## src/fss_pkg.sv

```systemverilog
// Package for the fuzzy subsequence scorer: payload and scan-state types,
// register indexes, scoring constants and the case-fold function. No dependencies.
`timescale 1ns / 1ps

package fss_pkg;

  localparam int unsigned MaxQueryLen = 16;
  localparam int unsigned QidxW       = 5;
  localparam int unsigned PosW        = 5;
  localparam int unsigned MultW       = 11;
  localparam int unsigned ScoreW      = 18;
  localparam int unsigned CfgIdxW     = 2;
  localparam int unsigned CfgDataW    = 64;

  localparam logic [PosW-1:0]           PosSaturate     = 5'd17;
  localparam logic signed [MultW-1:0]   MultReset       = 11'sd1;
  localparam logic signed [MultW-1:0]   BonusInPlace    = 11'sd50;
  localparam logic signed [MultW-1:0]   PenaltyOffPlace = 11'sd5;
  localparam logic signed [ScoreW-1:0]  StartScore      = 18'sd1000;
  localparam logic signed [ScoreW-1:0]  NoMatchScore    = -18'sd1;

  localparam logic [7:0] UpperA    = 8'h41;
  localparam logic [7:0] UpperZ    = 8'h5A;
  localparam logic [7:0] CaseDelta = 8'h20;

  typedef enum logic [CfgIdxW-1:0] {
    CFG_QUERY_LOW  = 2'd0,
    CFG_QUERY_HIGH = 2'd1,
    CFG_QUERY_LEN  = 2'd2
  } cfg_index_e;

  typedef struct packed {
    logic [7:0] candidate_char;
    logic       last_char;
  } in_t;

  typedef struct packed {
    logic signed [ScoreW-1:0] match_score;
    logic                     matched;
  } out_t;

  typedef struct packed {
    logic [QidxW-1:0]         query_index;
    logic [PosW-1:0]          cand_pos;
    logic signed [MultW-1:0]  multiplier;
    logic signed [ScoreW-1:0] score;
  } scan_t;

  function automatic logic [7:0] fold_case(input logic [7:0] c);
    logic [7:0] r;
    r = c;
    if (c >= UpperA && c <= UpperZ) begin
      r = c + CaseDelta;
    end
    return r;
  endfunction

endpackage

```

## src/fuzzy_subsequence_scorer_top.sv

```systemverilog
// Top level of the fuzzy subsequence scorer: config registers, scan state and
// output register. Depends on fss_pkg and fss_step.
//
//  channel | direction | handshake             | payload
//  --------+-----------+-----------------------+-------------------------------
//  in      | input     | in_valid_i/in_ready_o | in_data_i (char, last_char)
//  out     | output    | out_valid_o/out_ready_i | out_data_o (score, matched)
//  cfg     | input     | cfg_valid_i/cfg_ready_o | cfg_index_i, cfg_data_i
//
//  One byte per cycle; the scan state updates in the cycle the byte is taken.
//  A result appears in the output register the cycle after its last byte.
//  Input stalls only while the output register is full and not being taken.
//  Reset clears config to zero and the scan state to its start values.
`timescale 1ns / 1ps

module fuzzy_subsequence_scorer_top #(
  parameter int unsigned MAX_QUERY_LEN = fss_pkg::MaxQueryLen
) (
  input  logic                            clk_i,
  input  logic                            rst_ni,
  input  logic                            in_valid_i,
  output logic                            in_ready_o,
  input  fss_pkg::in_t                    in_data_i,
  output logic                            out_valid_o,
  input  logic                            out_ready_i,
  output fss_pkg::out_t                   out_data_o,
  input  logic                            cfg_valid_i,
  output logic                            cfg_ready_o,
  input  logic [fss_pkg::CfgIdxW-1:0]     cfg_index_i,
  input  logic [fss_pkg::CfgDataW-1:0]    cfg_data_i
);

  localparam logic [fss_pkg::QidxW-1:0] MaxLen = fss_pkg::QidxW'(MAX_QUERY_LEN);

  logic [63:0]                  qlow_q, qhigh_q;
  logic [fss_pkg::QidxW-1:0]    qlen_q;
  logic [fss_pkg::QidxW-1:0]    qlen_eff;
  fss_pkg::scan_t               scan_q, scan_d, scan_rst;
  logic                         out_valid_q;
  fss_pkg::out_t                out_q;
  logic                         in_fire, out_fire;

  assign cfg_ready_o = 1'b1;
  assign in_ready_o  = !out_valid_q || out_ready_i;
  assign in_fire     = in_valid_i && in_ready_o;
  assign out_fire    = out_valid_q && out_ready_i;
  assign out_valid_o = out_valid_q;
  assign out_data_o  = out_q;
  assign qlen_eff    = (qlen_q > MaxLen) ? MaxLen : qlen_q;

  always_comb begin
    scan_rst.query_index = '0;
    scan_rst.cand_pos    = '0;
    scan_rst.multiplier  = fss_pkg::MultReset;
    scan_rst.score       = fss_pkg::StartScore;
  end

  fss_step u_step (
    .scan_i        (scan_q),
    .char_i        (in_data_i.candidate_char),
    .query_chars_i ({qhigh_q, qlow_q}),
    .qlen_i        (qlen_eff),
    .scan_o        (scan_d)
  );

  always_ff @(posedge clk_i or negedge rst_ni) begin
    if (!rst_ni) begin
      qlow_q  <= '0;
      qhigh_q <= '0;
      qlen_q  <= '0;
    end else if (cfg_valid_i) begin
      unique case (cfg_index_i)
        fss_pkg::CFG_QUERY_LOW:  qlow_q  <= cfg_data_i;
        fss_pkg::CFG_QUERY_HIGH: qhigh_q <= cfg_data_i;
        fss_pkg::CFG_QUERY_LEN:  qlen_q  <= cfg_data_i[fss_pkg::QidxW-1:0];
        default: ;
      endcase
    end
  end

  always_ff @(posedge clk_i or negedge rst_ni) begin
    if (!rst_ni) begin
      scan_q      <= scan_rst;
      out_valid_q <= 1'b0;
    end else begin
      if (in_fire) begin
        scan_q <= in_data_i.last_char ? scan_rst : scan_d;
      end
      if (in_fire && in_data_i.last_char) begin
        out_valid_q <= 1'b1;
      end else if (out_fire) begin
        out_valid_q <= 1'b0;
      end
    end
  end

  always_ff @(posedge clk_i) begin
    if (in_fire && in_data_i.last_char) begin
      if (scan_d.query_index >= qlen_eff) begin
        out_q.match_score <= scan_d.score;
        out_q.matched     <= 1'b1;
      end else begin
        out_q.match_score <= fss_pkg::NoMatchScore;
        out_q.matched     <= 1'b0;
      end
    end
  end

  a_qidx_range: assert property (@(posedge clk_i) disable iff (!rst_ni)
    scan_q.query_index <= fss_pkg::QidxW'(MAX_QUERY_LEN))
    else $error("query index beyond query length limit");

  a_pos_range: assert property (@(posedge clk_i) disable iff (!rst_ni)
    scan_q.cand_pos <= fss_pkg::PosSaturate)
    else $error("candidate position beyond saturation");

  a_scan_clear: assert property (@(posedge clk_i) disable iff (!rst_ni)
    in_fire && in_data_i.last_char |=> scan_q.query_index == '0 && scan_q.cand_pos == '0)
    else $error("scan state not cleared after last byte");

  a_nomatch_score: assert property (@(posedge clk_i) disable iff (!rst_ni)
    out_valid_q && !out_q.matched |-> out_q.match_score == fss_pkg::NoMatchScore)
    else $error("unmatched result with a score");

  a_result_load: assert property (@(posedge clk_i) disable iff (!rst_ni)
    in_fire && in_data_i.last_char |=> out_valid_q)
    else $error("last byte did not produce a result");

endmodule

```

## src/fss_step.sv

```systemverilog
// One matching step: compares a candidate byte with the next query character and
// computes the next scan state. Depends on fss_pkg.
`timescale 1ns / 1ps

module fss_step (
  input  fss_pkg::scan_t                    scan_i,
  input  logic [7:0]                        char_i,
  input  logic [15:0][7:0]                  query_chars_i,
  input  logic [fss_pkg::QidxW-1:0]         qlen_i,
  output fss_pkg::scan_t                    scan_o
);

  logic [7:0]                        qc;
  logic                              hit;
  logic signed [fss_pkg::MultW-1:0]  mult_new;
  logic signed [fss_pkg::ScoreW-1:0] mult_ext;
  logic signed [fss_pkg::ScoreW-1:0] mult_x10;

  always_comb begin
    qc       = fss_pkg::fold_case(query_chars_i[scan_i.query_index[3:0]]);
    hit      = (scan_i.query_index < qlen_i) && (qc == fss_pkg::fold_case(char_i));
    mult_new = (scan_i.cand_pos == scan_i.query_index)
             ? scan_i.multiplier + fss_pkg::BonusInPlace
             : scan_i.multiplier - fss_pkg::PenaltyOffPlace;
    mult_ext = {{(fss_pkg::ScoreW-fss_pkg::MultW){mult_new[fss_pkg::MultW-1]}}, mult_new};
    // x10 as x8 + x2
    mult_x10 = (mult_ext <<< 3) + (mult_ext <<< 1);

    scan_o = scan_i;
    if (hit) begin
      scan_o.multiplier  = mult_new;
      scan_o.score       = scan_i.score + mult_x10;
      scan_o.query_index = scan_i.query_index + 1'b1;
    end
    if (scan_i.cand_pos < fss_pkg::PosSaturate) begin
      scan_o.cand_pos = scan_i.cand_pos + 1'b1;
    end
  end

endmodule

```

## config.mk

```make
export PLATFORM = sky130hd
export DESIGN_NAME = fuzzy_subsequence_scorer_top
export DESIGN_NICKNAME = d
export VERILOG_FILES = /design/src/fss_pkg.sv /design/src/fuzzy_subsequence_scorer_top.sv /design/src/fss_step.sv
export SDC_FILE = /design/constraint.sdc
export NUM_CORES = 1
export LEC_CHECK = 0
export ABC_CLOCK_PERIOD_IN_PS = 6700
export BUFFER_PORTS_ARGS = -buffer_cell sky130_fd_sc_hd__buf_2
export CORE_UTILIZATION = 40
export CTS_CLUSTER_DIAMETER = 60
export DETAILED_ROUTE_END_ITERATION = 7
export PLACE_DENSITY_LB_ADDON = 0.2
export SYNTH_ARGS = -nofsm -noshare
export SYNTH_HDL_FRONTEND = slang
export SYNTH_HIERARCHICAL = 1
export SYNTH_SLANG_ARGS = --single-unit
```

## constraint.sdc

```tcl
create_clock -name clk_i -period 6.7 [get_ports clk_i]
set_clock_uncertainty 0.05 [all_clocks]
set_input_delay 1.005 -clock clk_i [delete_from_list [all_inputs] [get_ports clk_i]]
set_output_delay 1.005 -clock clk_i [all_outputs]
set_load 0.02 [all_outputs]
```

==> results of run 1 <==
-- stage by stage --
step | cell area (um^2) | power [mW] | setup slack (ns) | cells | hold WS (ns)
6_report | 12600 | 3.86 | 0.962 | 1370 | 0.400
5_1_grt | 12600 | 4.12 | 0.386 | 1369 | 0.407
4_1_cts | 12600 | 3.91 | 0.945 | 1369 | 0.397
3_5_place_dp | 11900 | 2.77 | 0.938 | 1337 | 0.439
3_3_place_gp | 11900 | 2.75 | 0.939 | 1337 | 0.432
2_1_floorplan | 11300 | 2.47 | 1.27 | 905 | 0.421
-- critical path: cells and delay by family, from the launching register on --
| kind | cells | cell delay, ns |
|---|---|---|
| multiplexers | 3 | 0.90 |
| AO/OA/AOI/OAI | 6 | 1.33 |
| XOR/XNOR | 3 | 0.54 |
| AND/OR/NAND/NOR | 4 | 1.24 |
| buffers and inverters | 2 | 0.14 |
| flip-flops | 1 | 0.58 |
| adder cells (fa/ha/maj) | 2 | 0.84 |
-- flip-flops by register name (all words and copies together), names as in the netlist --
signal	count
qhigh_q	64
qlow_q	64
scan_q	39
out_data_o	19
qlen_q	5
out_valid_o	1
-- layout by cell type (no fill, tap or decap), types with 11 or more instances in the layout --
master	netlist	layout
mux2_2	165	165
nand2_1	29	29
mux4_2	24	24
buf_2	9	99
nor2_1	29	29
clkbuf_16	0	17
nor3_1	13	13
nand3b_1	20	20
mux2_1	14	14
fa_1	11	11
xor2_1	28	28
ha_1	35	35
xnor2_1	24	24
dfrtp_1	166	164
nor2b_1	35	35
a21oi_1	34	34
mux2i_1	32	32
edfxtp_1	19	19
inv_1	42	42
o21ai_0	18	18
-- area by class of cell --
cell class,count,area share [%]
Antenna cell,1,0.0199
Sequential cell,192,39.0
Tap cell,378,3.76
Inverter,42,1.25
Clock inverter,15,1.90
Clock buffer,17,3.38
Multi-Input combinational cell,615,46.1
Timing Repair Buffer,110,4.62
-- worst min path at each step --
stage | from | endpoint | cells past startpoint
after floorplan | qlen_q[0]$_DFFE_PN0P_ | qlen_q[0]$_DFFE_PN0P_ | 1
after global routing | rst_ni | qlow_q[9]$_DFFE_PN0P_ | 1
final | rst_ni | scan_q[0]$_DFFE_PN0P_ | 1
after CTS | rst_ni | scan_q[14]$_DFFE_PN0P_ | 1
after detailed placement | qhigh_q[48]$_DFFE_PN0P_ | qhigh_q[48]$_DFFE_PN0P_ | 1
after global placement | qhigh_q[40]$_DFFE_PN0P_ | qhigh_q[40]$_DFFE_PN0P_ | 1
-- report_power, final --
part | internal (mW) | switching, mW
clock network | 0.564 | 0.560
logic | 0.607 | 0.690
registers | 1.35 | 0.0961
-- routing by layer --
metal  up-vias  share of wire, %  global-route usage (%)
li1       3403                 -                       -
met1      3572                45                    22.9
met2       132                49                    30.7
met3        26               3.9                    3.31
met4         4               1.6                    5.37
met5         -              0.11                       0
-- cell families after synthesis --
group	after synthesis
muxes	240
other	1
xor gates and xnor gates	54
DFF	192
buffers and inverters	98
and+or+nand+nor	178
AOI/OAI and AO/OA	96
adders and majority gates	46
==> impl_metrics.toml, run 1 <==
[run_status]
status = "completed"

[synth]
post-synth-top-count-cell = "dfrtp_1"
synth_top_family_by_area = "multiplexers"
yosys_warnings = 6
synthFlopType = "dfrtp_1"
synthMuxAreaShare_pct = 26.4
postSynthCellCount = 905
ys_top_cells_by_area = "dfrtp_1 37%, mux2_2 17%, edfxtp_1 5.1%, mux4_2 4.8%, ha_1 3.9%"
synthTopCellsByCount = "166 x dfrtp_1, 165 x mux2_2, 42 x inv_1"
synth_top_area_share_pct = 36.9
yosys.area.top_type = "dfrtp_1"
synthXorXnorAreaFrac_pct = 4.33
synth_cell_types = 68
synth-compound-area-share_pct = 5.58
syn_area_mm2 = 0.0113
synth_edf_count = 19
avgSynthCellArea_um2 = 12.4
yosys.area_share.simple_pct = 9.23
ys_ff_latch = 192
synth-async-reset-ratio_pct = 90.1
syn-num-nets = 1031
ys_seq_area_share_pct = 43.6
synthAdderAreaFrac_pct = 5.84

[cts]
cts_buffer_depth = 2
cts_hold_buffers = 0
cts_sinks = 192
cts_buffers = 17
htreeDepth = 4
cts_resized = 0
clkSlewWorstSetupHoldPaths_ns = 0.08
cts-root-buf = "clkbuf_16"
clock_latency_ns = 0.45
post_cts_buffers = 0
cts_tree = "done"

[setup_path]
rr_worst_depth = 20
slowest_delay_ns = 0.66
critPathKind = "reg -> reg"
crit_path_start = "scan_q[34]$_DFFE_PN0P_"
worstPathCellList = "xor2_1 -> nor4_1 -> and2_0 -> mux2i_1 -> xnor2_1 -> inv_1 -> fa_1 -> inv_1 -> ha_1 -> nor2b_1 -> o21ai_0 -> a21boi_0 -> o21ai_0 -> a21oi_1 -> a41oi_1 -> a211oi_1 -> xor2_1 -> mux2_1 -> nor2b_1 -> mux2_2"
arrival_ns = 6.02
worstReg2RegStart = "scan_q[34]$_DFFE_PN0P_"
r2r-end = "scan_q[16]$_DFFE_PN0P_"
crit_path_end_kind = "register"
worstPathMaxFanout = 14
critPathCapture = "scan_q[16]$_DFFE_PN0P_"
worstPathRequired_ns = 6.98
regToRegSetupSlack_ns = 0.96
slowest_stage = "and2_0"
startpoint_type = "register"

[route]
drt_iter0_drc = 352
wl_mm = 24.4
final_antenna_net_count = 0
via_count = 7137
drtPass1Iterations = 4
viasPerCell = 5.21
drc_errors = 0
wl_per_cell_um = 17.8

[cells_and_area]
fillers = 2582
multi_input_area_mm2 = 0.00580
ff_latch_area_mm2 = 0.00491
drive_gt1_share_pct = 36.3
final_util_pct = 45.4
area_delta_synth_final_pct = 11.8
nNetsFinal = 1104

[global_routing]
grt_pass1_wl_mm = 39.9
grt_max_degree = 74
grt_pass1_vias = 7341
antenna_found_initial = 3
gr-total-overflow = 0
grt_use_total_pct = 17.9

[timing]
final-setup-viol-count = 0
finalCriticalPeriod_ns = 5.74
tightest_slew_ns = 1.02
hold_viol = 0
report.final.slew_viol_count = 0
post-route-period-util_pct = 85.6
max_clock_freq_mhz = 174
slew_headroom_pct = 31.5
finalSetupTns_ns = 0
rsz0062_at_grt = "false"

[hold_path]
hold_path_class = "in -> async"

[power]
vdd_drop_max_mv = 0.145
p_leak_nw = 5.36
powerDensity_mw_per_mm2 = 307

[floorplan]
die_h_um = 170
die_area_mm2 = 0.0288
coreArea_mm2 = 0.0277
core.rowCount = 61
start_util_pct = 40.6
ios = 102
fp.dieW_um = 170

[placed_design]
gp_congestion = 0.804
port_buffers = 100
hpwl_mm = 16.8

[run]
cap_violations = 0
No activity file was read; power rests on OpenSTA's default activity.
==> run 2: changes to the inputs <==
--- a/config.mk
+++ b/config.mk
@@ -7,7 +7,7 @@
 export LEC_CHECK = 0
 export ABC_CLOCK_PERIOD_IN_PS = 6700
 export BUFFER_PORTS_ARGS = -buffer_cell sky130_fd_sc_hd__buf_2
-export CORE_UTILIZATION = 40
+export CORE_UTILIZATION = 55
 export CTS_CLUSTER_DIAMETER = 60
 export DETAILED_ROUTE_END_ITERATION = 7
 export PLACE_DENSITY_LB_ADDON = 0.2
==> run 2 against run 1 <==
- clock power fell by 9.8%
- clock-buffer cell count increased by 2
- via count rose by 0.21%
- die area shrank 27%
- routed wire length down 5.9%
- critical endpoint is now scan_q[17]$_DFFE_PN0P_
- global-route usage increased by 5.1 points
- worst hold slack better by 0.056 ns
- sequential share of layout area rose by 0.66 points
- final area down 1.7%
==> impl_metrics.toml, run 2 (synthesis results as in run 1) <==
[setup_path]
slowest_delay_ns = 0.93
crit_top_cell = "o21ai_0"
critical-path-top-delay-family = "compound AO/OA/AOI/OAI gates"
worstPathCellList = "xnor2_1 -> and2_0 -> o21ai_0 -> xnor2_1 -> inv_1 -> fa_1 -> inv_1 -> ha_1 -> o21ai_0 -> o21ai_0 -> nand2_1 -> o31a_1 -> a211o_1 -> o21ai_0 -> xnor2_1 -> nor4_1 -> xor2_1 -> nor2b_1 -> mux2_2"
critPathKind = "reg -> reg"
arrival_ns = 5.94
startpoint_type = "register"
critical_path_buf_inv_count = 2
crit_path_end_kind = "register"
worstPathRequired_ns = 6.97
crit_path_start = "scan_q[37]$_DFFE_PN0P_"
worstReg2RegStart = "scan_q[37]$_DFFE_PN0P_"
worstPathMaxFanout = 24
slowest_stage = "dfrtp_1"

[cts]
cts_resized = 0
post_cts_buffers = 0
cts_tree = "done"
cts_sinks = 192
clock_latency_ns = 0.44
cts-root-buf = "clkbuf_16"
cts_buffers = 17
cts_hold_buffers = 0
cts_buffer_depth = 2
htreeDepth = 4
clkSlewWorstSetupHoldPaths_ns = 0.07

[cells_and_area]
area_delta_synth_final_pct = 9.92
reg_top3 = "qhigh_q (64), qlow_q (64), scan_q (39)"
final_util_pct = 62.6
nNetsFinal = 1104
drive_gt1_share_pct = 36.3
final_common_cell = "mux2_2"
stdcell_count = 1259
layout_common_cells = "165 x mux2_2, 164 x dfrtp_1, 99 x buf_2"

[timing]
post-route-period-util_pct = 84.7
finalSetupTns_ns = 0
hold_viol = 0
final-setup-viol-count = 0
max_clock_freq_mhz = 176
report.final.slew_viol_count = 0
rsz0062_at_grt = "false"
holdWs_ns = 0.457
tightest_slew_ns = 0.995
slew_headroom_pct = 33.5
finalCriticalPeriod_ns = 5.68

[global_routing]
grt_pass1_wl_mm = 38.3
grt_pass1_vias = 7327
antenna_found_initial = 3
grt_use_total_pct = 23.0
grt_max_degree = 73
gr-total-overflow = 0

[placed_design]
gp_congestion = 0.843
placed_cells = 1224
port_buffers = 100
hpwl_mm = 15.6

[route]
drc_errors = 0
drt_iter0_drc = 396
wl_mm = 22.9
drtPass1Iterations = 5
viasPerCell = 5.68
final_antenna_net_count = 0
wl_per_cell_um = 18.2
via_count = 7152

[floorplan]
ios = 102
die_h_um = 145
fp.dieW_um = 145
die_area_mm2 = 0.0211
coreArea_mm2 = 0.0198
start_util_pct = 56.9
core.rowCount = 51

[hold_path]
hold_path_class = "reg -> reg"
min_from = "qhigh_q[22]$_DFFE_PN0P_"

[run]
cap_violations = 0

[run_status]
status = "completed"

[power]
powerDensity_mw_per_mm2 = 305
vdd_drop_max_mv = 0.171
p_leak_nw = 5.34
## run 2: metal layers
metal  GRT usage (%)  share of wire (%)  up-vias
li1                -                  -     3402
met1            28.4                 43     3568
met2            39.7                 50      152
met3            4.03                3.9       30
met4            10.1                3.1        0
met5               0                  0        -
## run 2: report_power, final
group / switching [mW] / leakage (nW) / total (mW) / internal (mW)
registers: 0.0936 / 2.25 / 1.44 / 1.35
logic: 0.711 / 2.79 / 1.32 / 0.610
clock network: 0.494 / 0.294 / 1.01 / 0.519
## run 2: metrics by stage
stage	setup WS, ns	cell area [um^2]	total power [mW]
after floorplan	1.27	11300	2.47
after global placement	1.26	11800	2.74
after detailed placement	1.11	11800	2.77
after CTS	1.08	12400	3.80
after global routing	0.564	12400	4.01
final	1.02	12400	3.77
## run 2: final timing paths
path                                           end  slack (ns)  depth (start not counted)
max                         scan_q[17]$_DFFE_PN0P_        1.02                         19
min                        qhigh_q[22]$_DFFE_PN0P_        0.46                          1
max reg2reg                 scan_q[17]$_DFFE_PN0P_        1.02                         19
min reg2reg                qhigh_q[22]$_DFFE_PN0P_        0.46                          1
max in group asynchronous   scan_q[23]$_DFFE_PN0P_        4.96                          2
min in group asynchronous  qhigh_q[35]$_DFFE_PN0P_        0.51                          1
## run 2: cell type report
| class | count | area (um^2) |
|---|---|---|
| inverters | 42 | 158 |
| repair buffers | 110 | 582 |
| flip-flops and latches | 192 | 4910 |
| well taps | 265 | 332 |
| clock buffers | 19 | 453 |
| diodes | 3 | 7.51 |
| multi-input cells | 615 | 5800 |
| fillers | 1585 | 7400 |
| clock inverters | 13 | 138 |
